### config.mk
export PLATFORM = sky130hd
export DESIGN_NAME = efmd_queue
export DESIGN_NICKNAME = d
export VERILOG_FILES = /design/src/rtl/efmd_pkg.sv /design/src/rtl/efmd_queue.sv
export SDC_FILE = /design/constraint.sdc
export NUM_CORES = 1
export LEC_CHECK = 0
export ABC_CLOCK_PERIOD_IN_PS = 3600
export BUFFER_PORTS_ARGS = -buffer_cell sky130_fd_sc_hd__buf_2
export CELL_PAD_IN_SITES_DETAIL_PLACEMENT = 1
export CELL_PAD_IN_SITES_GLOBAL_PLACEMENT = 2
export CORE_AREA = 4 4 170 90
export CTS_CLUSTER_SIZE = 20
export DETAILED_ROUTE_END_ITERATION = 8
export DIE_AREA = 0 0 174 94
export GPL_ROUTABILITY_DRIVEN = 0
export HOLD_SLACK_MARGIN = 0.03
export PLACE_DENSITY_LB_ADDON = 0.1
export SKIP_CTS_REPAIR_TIMING = 1
export SLEW_MARGIN = 0
export SYNTH_ARGS = -nofsm -noshare
export SYNTH_HDL_FRONTEND = slang
export SYNTH_SLANG_ARGS = --single-unit
### constraint.sdc
create_clock -name clk -period 3.6 [get_ports clk]
set_input_delay 0.54 -clock clk [delete_from_list [all_inputs] [get_ports clk]]
set_output_delay 0.54 -clock clk [all_outputs]
set_load 0.01 [all_outputs]
### src/rtl/efmd_pkg.sv
// Shared types, constants and the EFM code table for the EFM frame demodulator.
// No dependencies; every other file of the block but efmd_chan_if imports this package.
`default_nettype none

package efmd_pkg;

	localparam int SymbolsPerFrameDef = 33;
	localparam int FrameBytesDef = 74;
	localparam int CodeBits = 14;
	localparam int SyncSkip = 24 + 3;
	localparam int SymbolPitch = 14 + 3;

	typedef logic [CodeBits-1:0] code_t;
	typedef logic [5:0] sym_idx_t;

	localparam code_t Sync0Code = 14'h0801;
	localparam code_t Sync1Code = 14'h0012;
	localparam logic [3:0] RunMin = 4'd3;
	localparam logic [3:0] RunMax = 4'd11;

	typedef struct packed {
		logic [3:0] run_length;
		logic       frame_end;
	} efmd_in_t;

	typedef struct packed {
		sym_idx_t   symbol_index;
		logic [7:0] symbol_value;
		logic       symbol_error;
		logic       sync_zero;
		logic       sync_one;
		logic       last_symbol;
	} efmd_out_t;

	// One queue entry: an optional completed symbol, then an optional flush of the
	// remaining symbols of the frame starting at flush_start.
	typedef struct packed {
		logic     emit_v;
		sym_idx_t emit_index;
		code_t    emit_code;
		logic     flush_v;
		sym_idx_t flush_start;
		code_t    flush_code;
	} efmd_cmd_t;

	localparam code_t EfmCodes [256] = '{
		14'h1220, 14'h2100, 14'h2420, 14'h2220, 14'h1100, 14'h0110, 14'h0420, 14'h0900,
		14'h1240, 14'h2040, 14'h2440, 14'h2240, 14'h1040, 14'h0040, 14'h0440, 14'h0840,
		14'h2020, 14'h2080, 14'h2480, 14'h0820, 14'h1080, 14'h0080, 14'h0480, 14'h0880,
		14'h1210, 14'h2010, 14'h2410, 14'h2210, 14'h1010, 14'h0210, 14'h0410, 14'h0810,
		14'h0020, 14'h2108, 14'h0220, 14'h0920, 14'h1108, 14'h0108, 14'h1020, 14'h0908,
		14'h1248, 14'h2048, 14'h2448, 14'h2248, 14'h1048, 14'h0048, 14'h0448, 14'h0848,
		14'h0100, 14'h2088, 14'h2488, 14'h2110, 14'h1088, 14'h0088, 14'h0488, 14'h0888,
		14'h1208, 14'h2008, 14'h2408, 14'h2208, 14'h1008, 14'h0208, 14'h0408, 14'h0808,
		14'h1224, 14'h2124, 14'h2424, 14'h2224, 14'h1124, 14'h0024, 14'h0424, 14'h0924,
		14'h1244, 14'h2044, 14'h2444, 14'h2244, 14'h1044, 14'h0044, 14'h0444, 14'h0844,
		14'h2024, 14'h2084, 14'h2484, 14'h0824, 14'h1084, 14'h0084, 14'h0484, 14'h0884,
		14'h1204, 14'h2004, 14'h2404, 14'h2204, 14'h1004, 14'h0204, 14'h0404, 14'h0804,
		14'h1222, 14'h2122, 14'h2422, 14'h2222, 14'h1122, 14'h0022, 14'h1024, 14'h0922,
		14'h1242, 14'h2042, 14'h2442, 14'h2242, 14'h1042, 14'h0042, 14'h0442, 14'h0842,
		14'h2022, 14'h2082, 14'h2482, 14'h0822, 14'h1082, 14'h0082, 14'h0482, 14'h0882,
		14'h1202, 14'h0248, 14'h2402, 14'h2202, 14'h1002, 14'h0202, 14'h0402, 14'h0802,
		14'h1221, 14'h2121, 14'h2421, 14'h2221, 14'h1121, 14'h0021, 14'h0421, 14'h0921,
		14'h1241, 14'h2041, 14'h2441, 14'h2241, 14'h1041, 14'h0041, 14'h0441, 14'h0841,
		14'h2021, 14'h2081, 14'h2481, 14'h0821, 14'h1081, 14'h0081, 14'h0481, 14'h0881,
		14'h1201, 14'h2090, 14'h2401, 14'h2201, 14'h1001, 14'h0201, 14'h0401, 14'h0801,
		14'h0910, 14'h2109, 14'h0221, 14'h1110, 14'h1109, 14'h0109, 14'h1021, 14'h0909,
		14'h1249, 14'h2049, 14'h2449, 14'h2249, 14'h1049, 14'h0049, 14'h0449, 14'h0849,
		14'h0200, 14'h2089, 14'h2489, 14'h0249, 14'h1089, 14'h0089, 14'h0489, 14'h0889,
		14'h1209, 14'h2009, 14'h2409, 14'h2209, 14'h1009, 14'h0209, 14'h0409, 14'h0809,
		14'h1120, 14'h2111, 14'h2490, 14'h0224, 14'h1111, 14'h0111, 14'h0490, 14'h0911,
		14'h0241, 14'h2101, 14'h0244, 14'h0240, 14'h1101, 14'h0101, 14'h0090, 14'h0901,
		14'h0242, 14'h2091, 14'h2491, 14'h2120, 14'h1091, 14'h0091, 14'h0491, 14'h0891,
		14'h1211, 14'h2011, 14'h2411, 14'h2211, 14'h1011, 14'h0211, 14'h0411, 14'h0811,
		14'h1112, 14'h2112, 14'h2492, 14'h0112, 14'h1092, 14'h0092, 14'h0492, 14'h0892,
		14'h0912, 14'h2092, 14'h0122, 14'h0124, 14'h0121, 14'h0102, 14'h0104, 14'h0904,
		14'h0902, 14'h2102, 14'h2104, 14'h1102, 14'h1104, 14'h0120, 14'h0890, 14'h1090,
		14'h1212, 14'h2012, 14'h2412, 14'h2212, 14'h1012, 14'h0212, 14'h0412, 14'h0812
	};

	// Compares a code against every table entry; bit i is set when entry i matches.
	function automatic logic [255:0] efm_match(code_t code);
		logic [255:0] m;
		for (int i = 0; i < 256; i++) begin
			m[i] = (EfmCodes[i] == code);
		end
		return m;
	endfunction

	// Index of the lowest set bit, so that the smallest matching byte wins.
	function automatic logic [7:0] lowest_set(logic [255:0] m);
		logic [7:0] r;
		r = '0;
		for (int i = 255; i >= 0; i--) begin
			if (m[i]) begin
				r = 8'(i);
			end
		end
		return r;
	endfunction

endpackage

`default_nettype wire

### src/rtl/efmd_queue.sv
// Short command queue between the front and back parts of the demodulator.
// Holds efmd_cmd_t entries from efmd_pkg.
`default_nettype none

module efmd_queue
	import efmd_pkg::*;
(
	input  logic      clk,
	input  logic      arst_n,
	input  logic      push,
	input  efmd_cmd_t push_cmd,
	input  logic      pop,
	output logic      full,
	output logic      empty,
	output efmd_cmd_t head
);

	localparam int Depth = 4;
	localparam int PtrW = $clog2(Depth);

	efmd_cmd_t       mem_q [Depth];
	logic [PtrW-1:0] wr_q;
	logic [PtrW-1:0] rd_q;
	logic [PtrW:0]   cnt_q;

	assign full = (cnt_q == (PtrW + 1)'(Depth));
	assign empty = (cnt_q == '0);
	assign head = mem_q[rd_q];

	always_ff @(posedge clk) begin
		if (push) begin
			mem_q[wr_q] <= push_cmd;
		end
	end

	always_ff @(posedge clk or negedge arst_n) begin
		if (!arst_n) begin
			wr_q <= '0;
			rd_q <= '0;
			cnt_q <= '0;
		end else begin
			if (push) begin
				wr_q <= wr_q + 1'b1;
			end
			if (pop) begin
				rd_q <= rd_q + 1'b1;
			end
			unique case ({push, pop})
				2'b10: cnt_q <= cnt_q + 1'b1;
				2'b01: cnt_q <= cnt_q - 1'b1;
				default: cnt_q <= cnt_q;
			endcase
		end
	end

endmodule

`default_nettype wire

### Word level (Yosys, flattened, before mapping)

Memory sizes are Yosys's and may differ from the RTL's.
Cells that the tools add are included.
W data, S select, Z words.

* $add $sub $neg: 4
* equal/unequal tests: 3
* muxes and demuxes: 3
* reduce and logical (&&, ||, !) cells: 2

Operator list (number)
* $pmux W3 S2: 1
* $add A2 B1 Y2 const B: 2
* $add A3 B1 Y3 const B: 1
* $eq A3 B3 Y1 const B: 1
* $logic_not A3 Y1: 1
* $sub A3 B1 Y3 const B: 1
* $eq A2 B1 Y1 const B: 1
* $eq A2 B2 Y1 const B: 1
* $mux W1: 2
* $reduce_bool A2 Y1: 1

* bits in registers: 7
* memory bits (writable): 168
* memories kept: 1

Memory list
* mem_q: depth 4, bits a word 42, read ports 1, clocked after memory_dff 0, write ports 1, line efmd_queue.sv:21 `efmd_cmd_t mem_q [Depth];`

### Depth between registers and ports, before layout

* depth after elaboration: 2
* gate-level depth with buffers: 7

### Worst setup path before layout

No wires, ideal clock.

* path kind: register to register
* from: register wr_q[0]
* to: memory mem_q[2][0] in the netlist's numbering, enable pin
* arrival time: 1634 ps
* required time: 3197 ps
* setup slack: 1563 ps
* stages on the path, launching flop included: 4
* path buffers: 0
* period minus slack after synthesis: 2037 ps
* path through: dfrtp_1 inv_1 ha_1 and2_1

RTL lines
* start, declared: line efmd_queue.sv:22 `logic [PtrW-1:0] wr_q;`
* start signal, assigned: line efmd_queue.sv:43 `wr_q <= wr_q + 1'b1;`
* end, declared: line efmd_queue.sv:21

Straight into the memory's write port.

==> impl_metrics.ini <==
[logic_synthesis]
synth_xor_xnor_area_share_pct = 0.8065
synth-seq-area-share_pct = 80.11
synth-simple-area-share_pct = 0.7873
synthesized_area_per_cell_um2 = 25.36
most_numerous_cell_types_in_the_synthesized_netlist = 168 x sky130_fd_sc_hd__edfxtp_1, 38 x sky130_fd_sc_hd__mux4_2, 7 x sky130_fd_sc_hd__dfrtp_1, 6 x sky130_fd_sc_hd__inv_1
synth_top_flop_cell = sky130_fd_sc_hd__edfxtp_1
synthMuxAreaShare_pct = 14.75
netlist_instances = 257
synthArstFlopShare_pct = 4.000
mappedNetlistNets = 309
synth_area_um2 = 6516
synth_top_area_share_pct = 77.42
synthDominantAreaCellType = sky130_fd_sc_hd__edfxtp_1
post-synth-top-count-cell = sky130_fd_sc_hd__edfxtp_1
synth-warning-count = 0
yosys.area_share.adder_pct = 1.267
number_of_distinct_library_cells_after_synthesis = 18
synth-compound-area-share_pct = 0.1536
main_combinational_cell_family_by_area_after_synthesis = multiplexers
post_synth_main_area_contributors = sky130_fd_sc_hd__edfxtp_1 77%, sky130_fd_sc_hd__mux4_2 13%, sky130_fd_sc_hd__dfrtp_1 2.7%
synth-seq-cells = 175
post_synth_edffs = 168

[grt]
grt_use_met2_pct = 23.65
grt_overflow_total = 0
globalRouteMet1Util_pct = 22.96
gr-usage-all-layers_pct = 16.07
antenna_found_initial = 1
first_global_vias = 3217
grt.busiest_layer = met2
global_route.usage.met3_pct = 4.785
grt_max_degree = 45
grt_pass1_wl_um = 18930

[cells_and_area]
area_delta_synth_final_pct = 19.74
drive_above_1_share_pct = 45.74
design.final.nets = 416
layout.cell_area.non_filler_um2 = 7802
antenna_cells = 0

[sta]
drv_slew = 0
final_hold_viols = 0
slew_headroom_pct = 40.70
period_needed_ns = 2.822
max_slew.worst_pin.slew_ns = 0.8895
achievable-frequency_mhz = 354.3
timing.final.crit_share_pct = 78.40
setup_tns_ns = 0
timing.clock.skew_ns = 0.01607
rsz0062_at_grt = no
setup-violations-final = 0

[power]
power.static_leakage_nw = 2.746
p_int_mw = 4.704
comb_power_share_pct = 24.1
power_density_of_the_placed_cells_nw_per_um2 = 840.9
worst_ir_drop_vdd_uv = 364.6
netSwitchingPower_mw = 1.857
seq_power_share_pct = 45.0
switching_share_pct = 28.30
power.clock.fraction_pct = 30.9

[routing]
length_of_the_first_detailed_routing_pass_in_iterations = 4
via_per_inst = 5.298
vias = 2951
remaining_number_of_nets_flagged_by_the_antenna_check_after_routing = 0
drc = 0
per_cell_routed_wire_length_um = 21.84
detailedRoute.firstIterationViolations = 210
detail_route.wirelength_um = 12170

[setup_path]
kind_of_start_point_of_the_critical_path = flip-flop
timing.critical_path.cells = mux4_2 > buf_2
worst-path-stages = 2
worstSetupEndpointType = primary output
r2r_cells = 4
critical_path_required_ns = 3.06
worst-setup-path-type = reg -> out
timing.critical_path.slowest_stage_cell = sky130_fd_sc_hd__dfrtp_4
critical-path-top-delay-family = flip-flops
timing.rr.end = mem_q[1][1]
critical_path.n_buffers_inverters = 1
worst-endpoint-arrival_ns = 2.28
reg2reg_slack_ns = 1.67
cpPeakStageDelay_ns = 1.01
reg2reg_from = wr_q[1]
critical_path.max_fanout = 44

[hold_path]
critical_hold_path_startpoint = push_cmd[27]
worst_hold_path_type = in -> reg
min_delay_worst_endpoint = mem_q[3][27]
hold_path_depth = 1

[cts]
tritoncts_num_sinks = 175
path_clk_slew_ns = 0.08
cts-htree-levels = 4
clock-root-buffer = sky130_fd_sc_hd__clkbuf_16
worstSkewPairLatency_ns = 0.43
cts_made_buffers = 17
cts.path.max_buffers = 2
cts_tree = done

[floorplan]
fp.dieArea_um2 = 16360
ios = 90
die-height_um = 94
rows = 31
initial_core_utilization_pct = 46.67
die_wd_um = 174
floorplan.core_area_um2 = 13960

[place]
io_buffers = 89
placement.cell_area_um2 = 7142
hpwl_um = 7664

[run_status]
status = finished clean

[flow_run]
max_cap_viol_count = 0
-- kinds of logic (layout without fill, tap and decap cells) --
group / Yosys count / in the layout
XOR/XNOR: 6 / 6
multiplexers: 42 / 42
adder cells (fa/ha/maj): 6 / 6
flip-flops: 175 / 175
AND/OR/NAND/NOR: 10 / 10
AO/OA/AOI/OAI: 2 / 2
buffers and inverters: 16 / 135
-- power by group through the flow --
| stage | registers [mW] | logic (mW) | clock network [mW] |
|---|---|---|---|
| after global placement | 3.00 | 1.60 | 0 |
| after global routing | 3.02 | 1.71 | 2.16 |
| after CTS | 2.98 | 1.62 | 2.07 |
| after floorplan | 2.78 | 1.27 | 0 |
| final | 2.95 | 1.58 | 2.03 |
| after detailed placement | 3.02 | 1.61 | 0 |
-- per-stage QoR --
stage               cells  utilization, %  power, mW  hold WS [ns]  setup slack, ns
floorplan             257               -      4.050        0.2444            1.563
global placement      525           51.15      4.603        0.3894            1.186
detailed placement    525           51.15      4.633        0.3879            1.175
CTS                   556           55.81      6.671      -0.06857           0.7123
global route          557           55.88      6.895        0.3199           0.6311
finish                557           55.88      6.561        0.3246           0.7775
-- worst max-delay path by stage --
stage	end	slack, ns	start
after floorplan	mem_q[2][0]	1.56	wr_q[0]
after global placement	head[35]	1.19	rd_q[0]
after detailed placement	head[1]	1.17	rd_q[0]
after CTS	head[1]	0.71	rd_q[0]
after global routing	head[0]	0.63	rd_q[0]
final	head[35]	0.78	rd_q[0]
-- sequential cells by signal (all words and copies together), names as in the netlist --
| name | flops |
|---|---|
| mem_q | 168 |
| rd_q | 2 |
| cnt_q | 3 |
| wr_q | 2 |
-- layer usage --
| metal | part of all wire, % | routed length [um] |
|---|---|---|
| met5 | 0.058 | 7 |
| met3 | 4.9 | 598 |
| met2 | 46 | 5584 |
| met1 | 48 | 5848 |
| met4 | 1.0 | 127 |
-- cell type report --
cell class	instances	area (um^2)
Tap cell	181	226.5
Sequential cell	175	5225
Clock inverter	14	225.2
Timing Repair Buffer	98	515.5
Inverter	6	22.52
Clock buffer	17	425.4
Multi-Input combinational cell	66	1162
Fill cell	1209	6161
-- cells in the final DEF (no fill, tap or decap), types with 2 or more instances in the layout --
cell	count
sky130_fd_sc_hd__mux4_2	38
sky130_fd_sc_hd__ha_1	5
sky130_fd_sc_hd__o21ai_0	2
sky130_fd_sc_hd__nand2_1	3
sky130_fd_sc_hd__edfxtp_1	168
sky130_fd_sc_hd__clkbuf_16	17
sky130_fd_sc_hd__buf_2	89
sky130_fd_sc_hd__inv_1	6
sky130_fd_sc_hd__mux4_1	4
sky130_fd_sc_hd__dfrtp_1	5
sky130_fd_sc_hd__inv_6	5
sky130_fd_sc_hd__xnor2_1	2
sky130_fd_sc_hd__and2_2	4
sky130_fd_sc_hd__clkinvlp_4	2
sky130_fd_sc_hd__buf_4	8
sky130_fd_sc_hd__xor2_1	4
sky130_fd_sc_hd__bufinv_16	5
Note: power is estimated with default switching activity, not from simulation.
