File: src/rtl/efmd_pkg.sv
// Shared types, constants and the EFM code table for the EFM frame demodulator.
// No dependencies; every other file of the block but efmd_chan_if imports this package.
`default_nettype none

package efmd_pkg;

	localparam int SymbolsPerFrameDef = 33;
	localparam int FrameBytesDef = 74;
	localparam int CodeBits = 14;
	localparam int SyncSkip = 24 + 3;
	localparam int SymbolPitch = 14 + 3;

	typedef logic [CodeBits-1:0] code_t;
	typedef logic [5:0] sym_idx_t;

	localparam code_t Sync0Code = 14'h0801;
	localparam code_t Sync1Code = 14'h0012;
	localparam logic [3:0] RunMin = 4'd3;
	localparam logic [3:0] RunMax = 4'd11;

	typedef struct packed {
		logic [3:0] run_length;
		logic       frame_end;
	} efmd_in_t;

	typedef struct packed {
		sym_idx_t   symbol_index;
		logic [7:0] symbol_value;
		logic       symbol_error;
		logic       sync_zero;
		logic       sync_one;
		logic       last_symbol;
	} efmd_out_t;

	// One queue entry: an optional completed symbol, then an optional flush of the
	// remaining symbols of the frame starting at flush_start.
	typedef struct packed {
		logic     emit_v;
		sym_idx_t emit_index;
		code_t    emit_code;
		logic     flush_v;
		sym_idx_t flush_start;
		code_t    flush_code;
	} efmd_cmd_t;

	localparam code_t EfmCodes [256] = '{
		14'h1220, 14'h2100, 14'h2420, 14'h2220, 14'h1100, 14'h0110, 14'h0420, 14'h0900,
		14'h1240, 14'h2040, 14'h2440, 14'h2240, 14'h1040, 14'h0040, 14'h0440, 14'h0840,
		14'h2020, 14'h2080, 14'h2480, 14'h0820, 14'h1080, 14'h0080, 14'h0480, 14'h0880,
		14'h1210, 14'h2010, 14'h2410, 14'h2210, 14'h1010, 14'h0210, 14'h0410, 14'h0810,
		14'h0020, 14'h2108, 14'h0220, 14'h0920, 14'h1108, 14'h0108, 14'h1020, 14'h0908,
		14'h1248, 14'h2048, 14'h2448, 14'h2248, 14'h1048, 14'h0048, 14'h0448, 14'h0848,
		14'h0100, 14'h2088, 14'h2488, 14'h2110, 14'h1088, 14'h0088, 14'h0488, 14'h0888,
		14'h1208, 14'h2008, 14'h2408, 14'h2208, 14'h1008, 14'h0208, 14'h0408, 14'h0808,
		14'h1224, 14'h2124, 14'h2424, 14'h2224, 14'h1124, 14'h0024, 14'h0424, 14'h0924,
		14'h1244, 14'h2044, 14'h2444, 14'h2244, 14'h1044, 14'h0044, 14'h0444, 14'h0844,
		14'h2024, 14'h2084, 14'h2484, 14'h0824, 14'h1084, 14'h0084, 14'h0484, 14'h0884,
		14'h1204, 14'h2004, 14'h2404, 14'h2204, 14'h1004, 14'h0204, 14'h0404, 14'h0804,
		14'h1222, 14'h2122, 14'h2422, 14'h2222, 14'h1122, 14'h0022, 14'h1024, 14'h0922,
		14'h1242, 14'h2042, 14'h2442, 14'h2242, 14'h1042, 14'h0042, 14'h0442, 14'h0842,
		14'h2022, 14'h2082, 14'h2482, 14'h0822, 14'h1082, 14'h0082, 14'h0482, 14'h0882,
		14'h1202, 14'h0248, 14'h2402, 14'h2202, 14'h1002, 14'h0202, 14'h0402, 14'h0802,
		14'h1221, 14'h2121, 14'h2421, 14'h2221, 14'h1121, 14'h0021, 14'h0421, 14'h0921,
		14'h1241, 14'h2041, 14'h2441, 14'h2241, 14'h1041, 14'h0041, 14'h0441, 14'h0841,
		14'h2021, 14'h2081, 14'h2481, 14'h0821, 14'h1081, 14'h0081, 14'h0481, 14'h0881,
		14'h1201, 14'h2090, 14'h2401, 14'h2201, 14'h1001, 14'h0201, 14'h0401, 14'h0801,
		14'h0910, 14'h2109, 14'h0221, 14'h1110, 14'h1109, 14'h0109, 14'h1021, 14'h0909,
		14'h1249, 14'h2049, 14'h2449, 14'h2249, 14'h1049, 14'h0049, 14'h0449, 14'h0849,
		14'h0200, 14'h2089, 14'h2489, 14'h0249, 14'h1089, 14'h0089, 14'h0489, 14'h0889,
		14'h1209, 14'h2009, 14'h2409, 14'h2209, 14'h1009, 14'h0209, 14'h0409, 14'h0809,
		14'h1120, 14'h2111, 14'h2490, 14'h0224, 14'h1111, 14'h0111, 14'h0490, 14'h0911,
		14'h0241, 14'h2101, 14'h0244, 14'h0240, 14'h1101, 14'h0101, 14'h0090, 14'h0901,
		14'h0242, 14'h2091, 14'h2491, 14'h2120, 14'h1091, 14'h0091, 14'h0491, 14'h0891,
		14'h1211, 14'h2011, 14'h2411, 14'h2211, 14'h1011, 14'h0211, 14'h0411, 14'h0811,
		14'h1112, 14'h2112, 14'h2492, 14'h0112, 14'h1092, 14'h0092, 14'h0492, 14'h0892,
		14'h0912, 14'h2092, 14'h0122, 14'h0124, 14'h0121, 14'h0102, 14'h0104, 14'h0904,
		14'h0902, 14'h2102, 14'h2104, 14'h1102, 14'h1104, 14'h0120, 14'h0890, 14'h1090,
		14'h1212, 14'h2012, 14'h2412, 14'h2212, 14'h1012, 14'h0212, 14'h0412, 14'h0812
	};

	// Compares a code against every table entry; bit i is set when entry i matches.
	function automatic logic [255:0] efm_match(code_t code);
		logic [255:0] m;
		for (int i = 0; i < 256; i++) begin
			m[i] = (EfmCodes[i] == code);
		end
		return m;
	endfunction

	// Index of the lowest set bit, so that the smallest matching byte wins.
	function automatic logic [7:0] lowest_set(logic [255:0] m);
		logic [7:0] r;
		r = '0;
		for (int i = 255; i >= 0; i--) begin
			if (m[i]) begin
				r = 8'(i);
			end
		end
		return r;
	endfunction

endpackage

`default_nettype wire

File: src/rtl/efmd_chan_if.sv
// Valid/ready channel interface used for the run and symbol channels.
// The payload type is given by the instance; no other dependencies.
`default_nettype none

interface efmd_chan_if #(
	parameter type payload_t = logic
) ();
	logic     valid;
	logic     ready;
	payload_t payload;

	modport source (output valid, output payload, input ready);
	modport sink (input valid, input payload, output ready);
endinterface

`default_nettype wire

File: src/rtl/efmd_back.sv
// Back part: expands queue commands into one symbol per unstalled cycle and decodes
// each code through the EFM table in a three-stage pipeline. Uses efmd_pkg, efmd_chan_if.
`default_nettype none

module efmd_back
	import efmd_pkg::*;
#(
	parameter int SYMBOLS_PER_FRAME = SymbolsPerFrameDef
) (
	input  logic         clk,
	input  logic         arst_n,
	input  logic         empty,
	input  efmd_cmd_t    head,
	output logic         pop,
	efmd_chan_if.source  symbols
);

	localparam sym_idx_t LastIdx = sym_idx_t'(SYMBOLS_PER_FRAME - 1);

	typedef enum logic [1:0] {
		SEQ_HEAD  = 2'b01,
		SEQ_FLUSH = 2'b10
	} seq_state_t;

	seq_state_t state_q;
	seq_state_t state_d;
	sym_idx_t   fl_idx_q;
	sym_idx_t   fl_idx_d;
	sym_idx_t   cur_idx;

	logic     en;
	logic     iss_v;
	sym_idx_t iss_idx;
	code_t    iss_code;

	logic         v_s1;
	sym_idx_t     idx_s1;
	code_t        code_s1;
	logic         v_s2;
	sym_idx_t     idx_s2;
	logic [255:0] match_s2;
	logic         sy0_s2;
	logic         sy1_s2;
	logic         v_s3;
	efmd_out_t    out_s3;

	// The whole pipeline holds while the output word waits to be taken.
	assign en = !v_s3 || symbols.ready;

	always_comb begin
		state_d = state_q;
		fl_idx_d = fl_idx_q;
		pop = 1'b0;
		iss_v = 1'b0;
		iss_idx = '0;
		iss_code = '0;
		cur_idx = (state_q == SEQ_FLUSH) ? fl_idx_q : head.flush_start;
		if (en && !empty) begin
			iss_v = 1'b1;
			if (state_q == SEQ_HEAD && head.emit_v) begin
				iss_idx = head.emit_index;
				iss_code = head.emit_code;
				if (head.flush_v) begin
					state_d = SEQ_FLUSH;
					fl_idx_d = head.flush_start;
				end else begin
					pop = 1'b1;
				end
			end else begin
				// Only the first flushed symbol can hold the bits of a partial code.
				iss_idx = cur_idx;
				iss_code = (cur_idx == head.flush_start) ? head.flush_code : '0;
				if (cur_idx == LastIdx) begin
					pop = 1'b1;
					state_d = SEQ_HEAD;
				end else begin
					state_d = SEQ_FLUSH;
					fl_idx_d = cur_idx + 6'd1;
				end
			end
		end
	end

	always_ff @(posedge clk or negedge arst_n) begin
		if (!arst_n) begin
			state_q <= SEQ_HEAD;
			fl_idx_q <= '0;
			v_s1 <= 1'b0;
			v_s2 <= 1'b0;
			v_s3 <= 1'b0;
		end else begin
			state_q <= state_d;
			fl_idx_q <= fl_idx_d;
			if (en) begin
				v_s1 <= iss_v;
				v_s2 <= v_s1;
				v_s3 <= v_s2;
			end
		end
	end

	always_ff @(posedge clk) begin
		if (en) begin
			idx_s1 <= iss_idx;
			code_s1 <= iss_code;

			idx_s2 <= idx_s1;
			match_s2 <= efm_match(code_s1);
			sy0_s2 <= (idx_s1 == '0) && (code_s1 == Sync0Code);
			sy1_s2 <= (idx_s1 == '0) && (code_s1 == Sync1Code);

			out_s3.symbol_index <= idx_s2;
			out_s3.sync_zero <= sy0_s2;
			out_s3.sync_one <= sy1_s2;
			out_s3.symbol_value <= (sy0_s2 || sy1_s2 || !(|match_s2)) ? '0
				: lowest_set(match_s2);
			out_s3.symbol_error <= !(sy0_s2 || sy1_s2) && !(|match_s2);
			out_s3.last_symbol <= (idx_s2 == LastIdx);
		end
	end

	assign symbols.valid = v_s3;
	assign symbols.payload = out_s3;

endmodule

`default_nettype wire

File: src/flat_wrapper.sv
// flat-port wrapper written by rule: the top's interface ports become plain ports
module efmd_back_flat import efmd_pkg::*;
#(
	parameter int SYMBOLS_PER_FRAME = SymbolsPerFrameDef
)
  (clk, arst_n, empty, head, pop, symbols_valid, symbols_payload, symbols_ready);
  efmd_chan_if symbols_i ();
  input  logic clk;
  input  logic arst_n;
  input  logic empty;
  input  efmd_cmd_t head;
  output logic pop;
  output wire logic [$bits(symbols_i.valid)-1:0] symbols_valid;
  output wire logic [$bits(symbols_i.payload)-1:0] symbols_payload;
  input wire logic [$bits(symbols_i.ready)-1:0] symbols_ready;
  assign symbols_valid = symbols_i.valid;
  assign symbols_payload = symbols_i.payload;
  assign symbols_i.ready = symbols_ready;
  efmd_back #(.SYMBOLS_PER_FRAME(SYMBOLS_PER_FRAME)) u_core (.clk(clk), .arst_n(arst_n), .empty(empty), .head(head), .pop(pop), .symbols(symbols_i));
endmodule
File: config.mk
export PLATFORM = sky130hd
export DESIGN_NAME = efmd_back_flat
export DESIGN_NICKNAME = d
export VERILOG_FILES = /design/src/rtl/efmd_pkg.sv /design/src/rtl/efmd_chan_if.sv /design/src/rtl/efmd_back.sv /design/src/flat_wrapper.sv
export SDC_FILE = /design/constraint.sdc
export NUM_CORES = 1
export LEC_CHECK = 0
export BUFFER_PORTS_ARGS = -buffer_cell sky130_fd_sc_hd__buf_2
export CORE_MARGIN = 2
export CORE_UTILIZATION = 35
export CTS_CLUSTER_SIZE = 20
export DETAILED_ROUTE_END_ITERATION = 10
export GPL_ROUTABILITY_DRIVEN = 0
export PLACE_DENSITY = 0.67
export REMOVE_ABC_BUFFERS = 1
export SKIP_CTS_REPAIR_TIMING = 1
export SLEW_MARGIN = 20
export SYNTH_ARGS = -nofsm -noshare
export SYNTH_HDL_FRONTEND = slang
export SYNTH_SLANG_ARGS = --single-unit
File: constraint.sdc
create_clock -name clk -period 2 [get_ports clk]
set_clock_uncertainty 0.15 [all_clocks]
set_input_delay 0.2 -clock clk [delete_from_list [all_inputs] [get_ports clk]]
set_output_delay 0.2 -clock clk [all_outputs]
set_load 0.01 [all_outputs]
# == Word-level counts from Yosys, hierarchy flattened ==
# Index checks and enable logic that the tools add are counted.
# totals
register_bits,24
output_inout_bits,3
elab_cells,35
# op_classes
addsub,1
eq_ne,6
n_mux,13
reduce_logical,7
# ops
operator,count
two-way mux 6 bit,5
"equality test 6 bit, second input constant",2
"adder 6 x 1 -> 6 bit, second input constant",1
two-way mux 2 bit,3
two-way mux 1 bit,5
AND reduction 3 bit,1
"equality test 2 x 1 -> 1 bit, second input constant",1
"equality test 2 bit, second input constant",1
logical AND 1 bit,2
logical NOT 1 bit,2
"inequality test 2 x 1 -> 1 bit, second input constant",1
"inequality test 2 bit, second input constant",1
AND reduction 2 bit,1
logical OR 1 bit,1

# == Depth between registers and ports, before layout ==
# Gate-level depths: netlist of the first run.
# logic_depth
depth_word,6
depth_mapped,7
depth_no_buf,6

# == Worst setup path before layout of the first run ==
# OpenSTA, ideal clock, no wires.
# synth_timing
kind,reg-to-reg
startpoint,reg u_core.state_q[0]
endpoint,reg u_core.fl_idx_q[5]
setup_ns,0.132
arrival_time_ns,1.635
required_time_ns,1.718
slack_ns,0.083
stages_incl_launch_ff,7
path_buffers,1
period_less_slack_ns,1.917
cell_sequence,dfstp_2 > buf_6 > and2b_2 > mux2_4 > o21a_1 > nor4_1 > a211oi_1
# synth_between
elab_chain_len,5
word_cells_on_any_way,11
# synth_rtl
item,line,source
from (decl),efmd_back.sv:25,seq_state_t state_q;
from (signal assigned),efmd_back.sv:92,state_q <= state_d;
equality test 2 bit,efmd_back.sv:57,cur_idx = (state_q == SEQ_FLUSH) ? fl_idx_q : head.flush_start;
two-way mux 6 bit,efmd_back.sv:57,
adder 6 x 1 -> 6 bit or equality test 6 bit (tied branches),"efmd_back.sv:78, efmd_back.sv:73",
two-way mux 6 bit or inequality test 2 x 1 -> 1 bit (tied branches),--,
two-way mux 6 bit or AND reduction 3 bit (tied branches),--,
to (signal assigned),efmd_back.sv:93,fl_idx_q <= fl_idx_d;
to (decl),efmd_back.sv:27,sym_idx_t fl_idx_q;
# Several ways; a longest one is shown, not always the timed one. The select of a mux whose other input is x is not followed.
# A chain may end at the register's enable or synchronous reset.

# == Worst setup path in the final report of the first run ==
# layout_timing
startpoint,reg u_core.state_q[0]
endpoint,out pop
# layout_between
elab_chain_len,6
word_cells_on_any_way,8
# layout_rtl
item,line,source
equality test 2 bit,efmd_back.sv:57,
two-way mux 6 bit,efmd_back.sv:57,
equality test 6 bit,efmd_back.sv:73,if (cur_idx == LastIdx) begin
two-way mux 1 bit,efmd_back.sv:73,
two-way mux 1 bit (*),efmd_back.sv:60,if (state_q == SEQ_HEAD && head.emit_v) begin
two-way mux 1 bit (*),efmd_back.sv:58,if (en && !empty) begin
to (decl),flat_wrapper.sv:12,output logic pop;
# Every way passes the cells marked *; elsewhere a longest branch is shown, timed or not.

==> metrics.cfg, run 1 <==
[timing]
hold_ws_ns=0.0710
tightestPinTransition_ns=0.336
finalSetupViolCount=1
rsz0062_at_grt=yes
fmax_mhz=483
fin_crit_ns=2.07
hold_violations=0
drv_slew=0
slew_headroom_pct=77.6
period_share_pct=103
final.setup.worst_slack_ns=-0.0693

[placement]
hpwlAfterDp_um=2480
dp.cells=224
pre_cts_slack_ns=0.00155
io_buffers=20

[grt]
grt_start_max_net_pins=16
grt_pass1_wl_um=5730
grt.overflow.total=0
antenna_found_initial=0
grt_pass1_vias=1233
grt.total_usage_pct=16.8

[pwr]
ir_drop_v=0.000710
power.density_mw_per_mm2=1210
leakagePower_uw=0.000742

[logic_synthesis]
synth_edf_count=13
synth_top_area_cell=edfxtp_1
synth-seq-cells=24
synth.avg_cell_area_um2=9.58
yosys_warnings=0
synthSimpleGateAreaFrac_pct=23.7
synthArstFlopShare_pct=45.8
synthTopCellsByArea=edfxtp_1 (28%), dfrtp_1 (18%), nand2_1 (5.1%), nor2_1 (4.0%), a21oi_1 (3.2%)
ys_types=51
synth_top_family_by_area=simple AND/OR/NAND/NOR gates
syn-cell-area_mm2=0.00141
synth.yosys.seq_area_share_pct=47.4
synth_xor_area_share_pct=0.622
syn_inst=147
netlist.area_leader.share_pct=27.7
ys.flop_type=edfxtp_1
muxShareOfSynthArea_pct=2.49
synth-compound-area-share_pct=20.7
synthAdderAreaFrac_pct=0

[finish]
fin_nets=231
layout-drive-gt1-share_pct=31.5
diodes=0
layout_commonest_cell=buf_2
final_cells=234
final_util_pct=45.2
area_growth_pct=26.5
final_cell_mix=buf_2 (20), nand2_1 (19), buf_4 (19), nor2_1 (14), edfxtp_1 (13)

[setup_path]
required_ns=1.65
critical_path_arrival_ns=1.72
endpoint_kind=primary output
cp_max_fo=6
cp-start-kind=register
critPathKind=reg -> out

[clock_network]
cts_root_buffer=clkbuf_8
htreeDepth=1
tritoncts=built
cts_buffers=3
clock_path_buffers=2
cts_sinks=24
insertion_delay_ns=0.27
clk_pin_slew_ns=0.09

[drt]
drcViolationCount=0
ant_nets=0
vias=1307
vias_per_cell=5.59
finalWirelength_um=3520
drt_iter0_markers=67
routedWlPerCell_um=15.0
first_pass_iters=5

[run_status]
status=complete, but fails checks
violations=setup timing

[floorplan]
dieArea_mm2=0.00454
die_width_um=67.4
die_h_um=67.4
io_pins=49
row_count=23
core_area_mm2=0.00394
start_util_pct=35.7

[worst_hold_path]
hold_path_class=in -> reg

[job]
drv_cap=0

synth_stat cells (all sizes together), types with 3 or more instances:
cell type / n
a31oi: 4
nand3: 5
a21oi: 9
buf: 7
nor3: 6
edfxtp: 13
nand2: 19
o21ai: 7
inv: 4
a211oi: 3
o22ai: 3
dfrtp: 10
nand2b: 4
nor2: 16
sequential cells by signal, summed over array words and instances, names as in the netlist:
signal / count
u_core.idx_s1: 6
u_core.v_s2: 1
u_core.fl_idx_q: 6
u_core.v_s1: 1
u_core.state_q: 2
u_core.symbols.valid: 1
u_core.symbols.payload: 1
u_core.idx_s2: 6
routing by layer:
metal	GRT usage (%)	up-vias	routed length, um
li1	-	631	-
met1	22.8	592	1510
met2	27.5	78	1640
met3	3.67	6	305
met4	3.57	0	65
met5	0	-	0
through the flow:
stage	setup TNS, ns	power (uW)	cell area [um2]
4_1_cts	-0.291	2090	1700
6_report	-0.0693	2150	1780
2_1_floorplan	0	1340	1350
5_1_grt	-0.173	2280	1780
3_3_place_gp	0	1650	1630
3_5_place_dp	0	1660	1630
path summary, 6_finish.rpt:
path / start / to / slack (ns) / cells past startpoint
max: u_core.state_q[0]$_DFFE_PN1P_ / pop / -0.07 / 6
min: symbols_ready / u_core.v_s1$_DFFE_PN0N_ / 0.07 / 4
max reg2reg: u_core.state_q[0]$_DFFE_PN1P_ / u_core.fl_idx_q[5]$_DFFE_PN0P_ / 0.04 / 5
min reg2reg: u_core.idx_s1[2]$_SDFFCE_PN0N_ / u_core.idx_s2[2]$_DFFE_PN_ / 0.27 / 0
max in group asynchronous: arst_n / u_core.state_q[0]$_DFFE_PN1P_ / 1.25 / 2
min in group asynchronous: arst_n / u_core.fl_idx_q[4]$_DFFE_PN0P_ / 0.18 / 2
report_power, final:
part / internal, uW / switching, uW / leakage [uW]
sequential: 741 / 127 / 0.000267
clock: 267 / 161 / 0.0000357
combinational: 414 / 440 / 0.000439
kinds of logic (layout without fill, tap and decap cells):
kind of cell,Yosys count,in the layout
muxes,3,3
AOI/OAI and AO/OA,42,42
xor gates and xnor gates,1,1
DFF,24,24
and+or+nand+nor,65,65
buffers and inverters,12,49
worst max-delay path, cell delays in order, from the launching register on:
cell and delay (ns):
dfstp_2 0.58, or2b_4 0.16, nand4b_1 0.19, a21oi_4 0.22, nor2_1 0.06, nor2_1 0.10, buf_2 0.14
cell type report:
type | instances | area (um2)
tap | 50 | 62.6
fill | 376 | 2160
multi-input combinational | 111 | 701
timing repair buffer | 41 | 264
sequential | 24 | 667
inverter | 4 | 15.0
clock buffer | 3 | 41.3
clock inverter | 1 | 30.0
Power figures use the tool's default switching activity.
==> inputs of run 2 (changes only) <==
Settings changed: CORE_ASPECT_RATIO set to 0.9, SKIP_LAST_GASP set to 1.
==> metrics.cfg, run 2 (synthesis results as in run 1) <==
[finish]
multi_input_area_um2=692  ; was 701 um2
diodes=0  ; unchanged
design_area_mm2=0.00174  ; was 0.00178 mm2
seq_area_um2=667  ; unchanged
final_cell_mix=buf_2 (20), nand2_1 (19), buf_4 (16), nor2_1 (15), edfxtp_1 (13)  ; was buf_2 (20), nand2_1 (19), buf_4 (19), nor2_1 (14), edfxtp_1 (13)
area_growth_pct=23.9  ; was 26.5%
fin_nets=228  ; was 231
fillers=375  ; was 376
reg_top3=u_core.fl_idx_q: 6 flops, u_core.idx_s1: 6 flops, u_core.idx_s2: 6 flops  ; unchanged
layout-drive-gt1-share_pct=29.8  ; was 31.5%
layout_commonest_cell=buf_2  ; unchanged

[setup_path]
cp_max_fo=7  ; was 6
cp_cell_sequence=and2b_2, buf_6, nand4b_1, a21oi_2, nor2_1, nor2_1, buf_2  ; was or2b_4, nand4b_1, a21oi_4, nor2_1, nor2_1, buf_2
critPathKind=reg -> out  ; unchanged
critical_path_arrival_ns=1.77  ; was 1.72 ns
crit_slowest_cell=dfstp_2  ; unchanged
r2r_start=u_core.state_q[0]$_DFFE_PN1P_  ; unchanged
cp-startpoint=u_core.state_q[0]$_DFFE_PN1P_  ; unchanged
required_ns=1.65  ; about the same
cp-start-kind=register  ; unchanged
path_common_cell=nor2_1  ; unchanged
endpoint_kind=primary output  ; unchanged
cpPeakStageDelay_ns=0.60  ; was 0.58 ns

[grt]
grt.overflow.total=0  ; unchanged
grt.total_usage_pct=15.8  ; was 16.8%
grt_pass1_vias=1240  ; was 1,233
grt_pass1_wl_um=5680  ; was 5730 um
antenna_found_initial=0  ; unchanged
grt_start_max_net_pins=16  ; unchanged

[floorplan]
start_util_pct=37.2  ; was 35.7%
core_area_mm2=0.00378  ; was 0.00394 mm2
dieArea_mm2=0.00455  ; was 0.00454 mm2
die_h_um=64.2  ; was 67.4 um
io_pins=49  ; unchanged
die_width_um=70.8  ; was 67.4 um
row_count=21  ; was 23

[placement]
placed_area_mm2=0.00158  ; was 0.00163 mm2
io_buffers=20  ; unchanged
hpwlAfterDp_um=2460  ; was 2480 um

[drt]
finalWirelength_um=3470  ; was 3520 um
first_pass_iters=4  ; was 5
drt_iter0_markers=89  ; was 67
routedWlPerCell_um=15.3  ; was 15.0 um
vias_per_cell=5.68  ; was 5.59
vias=1289  ; was 1,307
drcViolationCount=0  ; unchanged
ant_nets=0  ; unchanged

[timing]
drv_slew=0  ; unchanged
tightestPinTransition_ns=0.348  ; was 0.336 ns
fmax_mhz=471  ; was 483 MHz
fin_crit_ns=2.12  ; was 2.07 ns
finalSetupViolCount=2  ; was 1
hold_violations=0  ; unchanged
slew_headroom_pct=76.7  ; was 77.6%
final.setup.worst_slack_ns=-0.121  ; was -0.0693 ns
period_share_pct=106  ; was 103%
rsz0062_at_grt=yes  ; unchanged

[pwr]
p_int_uw=1390  ; was 1420 uW
p_sw_share_pct=34.1  ; was 33.8%
ir_drop_v=0.000614  ; was 0.000710 V
p_total_uw=2110  ; was 2150 uW
comb_power_share_pct=37.3  ; was 39.7%
p_seq_share_pct=42.2  ; was 40.4%
power.density_mw_per_mm2=1210  ; about the same
clkPwrFrac_pct=20.5  ; was 19.9%
p_switching_uw=719  ; was 727 uW
leakagePower_uw=0.000734  ; was 0.000742 uW

[clock_network]
clk_pin_slew_ns=0.09  ; about the same
cts_sinks=24  ; unchanged
tritoncts=built  ; unchanged
cts_root_buffer=clkbuf_8  ; unchanged
insertion_delay_ns=0.28  ; was 0.27 ns
htreeDepth=1  ; unchanged
clock_path_buffers=2  ; unchanged
cts_buffers=3  ; unchanged

[run_status]
violations=setup timing  ; unchanged
status=complete, but fails checks  ; unchanged

[job]
drv_cap=0  ; unchanged

[worst_hold_path]
hold_start=symbols_ready  ; unchanged
hold_path_class=in -> reg  ; unchanged

run 2: power by group through the flow:
stage                     registers, uW  clock network (uW)  logic (uW)
after floorplan                     862                   0         482
after global routing                915                 461         865
after global placement              890                   0         671
final                               890                 432         787
after detailed placement            896                   0         691
after CTS                           885                 438         697
run 2: cell type report:
type,count,share of cell area [%]
clock inverters,1,1.72
clock buffers,3,2.37
multi-input cells,111,39.7
inverters,4,0.861
repair buffers,38,13.8
flip-flops and latches,24,38.2
well taps,46,3.30
run 2: routing by layer:
| metal | GRT usage (%) | wire length (um) |
|---|---|---|
| met1 | 20.6 | 1430 |
| met5 | 0 | 0 |
| met4 | 7.31 | 90 |
| met2 | 25.1 | 1710 |
| met3 | 3.31 | 241 |
run 2: critical path: cells and delay by family (launching register included):
family | cells | cell delay [ns]
compound gates | 1 | 0.09
simple gates | 4 | 0.56
flops | 1 | 0.60
buf+inv | 2 | 0.25
run 2: worst paths after layout:
path                                                  endpoint  slack [ns]  cells after the start
worst max-delay path                                       pop       -0.12                      7
worst min-delay path                   u_core.v_s2$_DFFE_PN0N_        0.07                      4
worst max register to register  u_core.fl_idx_q[5]$_DFFE_PN0P_       -0.05                      5
worst min register to register      u_core.idx_s2[4]$_DFFE_PN_        0.27                      0
max in group asynchronous        u_core.state_q[0]$_DFFE_PN1P_        1.26                      2
min in group asynchronous       u_core.fl_idx_q[4]$_DFFE_PN0P_        0.17                      2
run 2: per-stage QoR:
step / TNS (ns) / std cells / hold slack (ns) / setup slack (ns) / util (%)
after floorplan: 0 / 139 / -0.246 / 0.0536 / -
after global placement: 0 / 215 / -0.0557 / 0.0470 / 41.9
after detailed placement: -0.00699 / 215 / -0.0516 / -0.00699 / 41.9
after CTS: -0.287 / 219 / -0.350 / -0.267 / 43.8
after global routing: -0.322 / 227 / 0.0975 / -0.185 / 46.1
final: -0.176 / 227 / 0.0666 / -0.121 / 46.1
==> inputs of run 3 (changes only) <==
Settings changed: CTS_CLUSTER_DIAMETER set to 50, PLACE_DENSITY 0.67 to 0.64.
Clock period 2 ns to 2.1 ns, I/O delays scaled along.
==> metrics.cfg, run 3 (synthesis results as in run 1) <==
[run_status]
status=complete, but fails checks  ; unchanged
violations=setup timing  ; unchanged

[setup_path]
cpPeakStageDelay_ns=0.59  ; was 0.60 ns
cp-startpoint=u_core.state_q[0]$_DFFE_PN1P_  ; unchanged
cp_cell_sequence=and2b_2, buf_6, nand4b_1, a21oi_4, nor2_1, nor2_1, buf_2  ; was and2b_2, buf_6, nand4b_1, a21oi_2, nor2_1, nor2_1, buf_2
crit_slowest_cell=dfstp_2  ; unchanged
crit_buf_inv=2  ; unchanged
critical_path_arrival_ns=1.86  ; was 1.77 ns
cp-start-kind=register  ; unchanged
critPathKind=reg -> out  ; unchanged
endpoint_kind=primary output  ; unchanged
required_ns=1.74  ; was 1.65 ns
cpLargestDelayFamily=simple AND/OR/NAND/NOR gates  ; was flip-flops
cp_max_fo=7  ; unchanged
path_common_cell=nor2_1  ; unchanged
r2r_start=u_core.state_q[0]$_DFFE_PN1P_  ; unchanged

[clock_network]
cts_sinks=24  ; unchanged
cts_buffers=3  ; unchanged
insertion_delay_ns=0.27  ; was 0.28 ns
clk_pin_slew_ns=0.09  ; about the same
htreeDepth=1  ; unchanged
cts_root_buffer=clkbuf_8  ; unchanged
clock_path_buffers=2  ; unchanged
tritoncts=built  ; unchanged

[placement]
placed_area_mm2=0.00158  ; about the same
hpwlAfterDp_um=2500  ; was 2460 um
pre_cts_slack_ns=0.0674  ; was -0.00699 ns
io_buffers=20  ; unchanged

[floorplan]
die_h_um=64.2  ; unchanged
core_area_mm2=0.00378  ; unchanged
start_util_pct=37.2  ; unchanged
row_count=21  ; unchanged
io_pins=49  ; unchanged
dieArea_mm2=0.00455  ; unchanged
die_width_um=70.8  ; unchanged

[timing]
period_share_pct=106
final.setup.worst_slack_ns=-0.124  ; was -0.121 ns
drv_slew=0  ; unchanged
fin_tns_setup_ns=-0.124  ; was -0.176 ns
fin_crit_ns=2.22
tightestPinTransition_ns=0.339  ; was 0.348 ns
slew_headroom_pct=77.3  ; was 76.7%
rsz0062_at_grt=yes  ; unchanged
fmax_mhz=450
hold_violations=0  ; unchanged
finalSetupViolCount=1  ; was 2

[grt]
grt_pass1_vias=1198  ; was 1,240
grt_start_max_net_pins=16  ; unchanged
antenna_found_initial=0  ; unchanged
grt_pass1_wl_um=5480  ; was 5680 um
grt.overflow.total=0  ; unchanged
grt.total_usage_pct=15.1  ; was 15.8%

[finish]
layout_commonest_cell=buf_2  ; unchanged
layout-drive-gt1-share_pct=29.6  ; was 29.8%
final_cell_mix=buf_2 (20), nand2_1 (19), nor2_1 (14), buf_4 (14), edfxtp_1 (13)  ; was buf_2 (20), nand2_1 (19), buf_4 (16), nor2_1 (15), edfxtp_1 (13)
reg_top3=u_core.fl_idx_q: 6 flops, u_core.idx_s1: 6 flops, u_core.idx_s2: 6 flops  ; unchanged
fin_nets=226  ; was 228
area_growth_pct=23.5  ; was 23.9%
design_area_mm2=0.00174  ; about the same
final_util_pct=45.9  ; was 46.1%
diodes=0  ; unchanged

[drt]
vias=1225  ; was 1,289
finalWirelength_um=3360  ; was 3470 um
drcViolationCount=0  ; unchanged
first_pass_iters=4  ; unchanged
routedWlPerCell_um=14.9  ; was 15.3 um
ant_nets=0  ; unchanged
drt_iter0_markers=54  ; was 89
vias_per_cell=5.44  ; was 5.68

[job]
drv_cap=0  ; unchanged

[pwr]
ir_drop_v=0.000393  ; was 0.000614 V
leakagePower_uw=0.000721  ; was 0.000734 uW
power.density_mw_per_mm2=1140  ; was 1210 mW/mm2

[worst_hold_path]
hold_path_class=in -> reg  ; unchanged
hold_start=symbols_ready  ; unchanged

## run 3: changes by cell type in the layout (fill, tap and decap cells not counted), sizes merged
cell  delta
buf      -2
## run 3: worst paths after layout
path / cells past startpoint / slack, ns / to
max: 7 / -0.12 / pop
min: 4 / 0.08 / u_core.v_s2$_DFFE_PN0N_
max reg2reg: 6 / 0.01 / u_core.fl_idx_q[5]$_DFFE_PN0P_
min reg2reg: 0 / 0.27 / u_core.idx_s2[5]$_DFFE_PN_
max in group asynchronous: 2 / 1.33 / u_core.state_q[0]$_DFFE_PN1P_
min in group asynchronous: 2 / 0.20 / u_core.fl_idx_q[1]$_DFFE_PN0P_
## run 3: metal layers
| layer | wire [um] | part of all wire, % | GRT usage, % | vias up |
|---|---|---|---|---|
| li1 | - | - | - | 611 |
| met1 | 1420 | 42 | 20.0 | 573 |
| met2 | 1700 | 51 | 25.5 | 36 |
| met3 | 197 | 5.9 | 2.21 | 5 |
| met4 | 38 | 1.1 | 4.95 | 0 |
| met5 | 0 | 0 | 0 | - |
## run 3: final cells by class
class / instances / area [um2]
Multi-Input combinational cell: 111 / 699
Tap cell: 46 / 57.6
Fill cell: 385 / 2050
Inverter: 4 / 15.0
Clock buffer: 3 / 41.3
Sequential cell: 24 / 668
Clock inverter: 1 / 30.0
Timing Repair Buffer: 36 / 226
## run 3: worst reg2reg max path, cell delays in order (launching register included)
cell      delay [ns]
dfstp_2         0.59
and2b_2         0.27
buf_4           0.14
or3_4           0.38
o221ai_2        0.19
and3_4          0.20
a211oi_1        0.04
## run 3: stage by stage
step,power (uW),std cells,hold WS (ns)
finish,1980,225,0.0829
global route,2120,225,0.0951
global placement,1490,214,-0.0542
CTS,1910,218,-0.336
detailed placement,1510,214,-0.0447
floorplan,1280,139,-0.236
## run 3: report_power, final
group          switching [uW]  internal, uW  total, uW
logic                     378           356        734
clock network             143           255        397
registers                 139           707        846
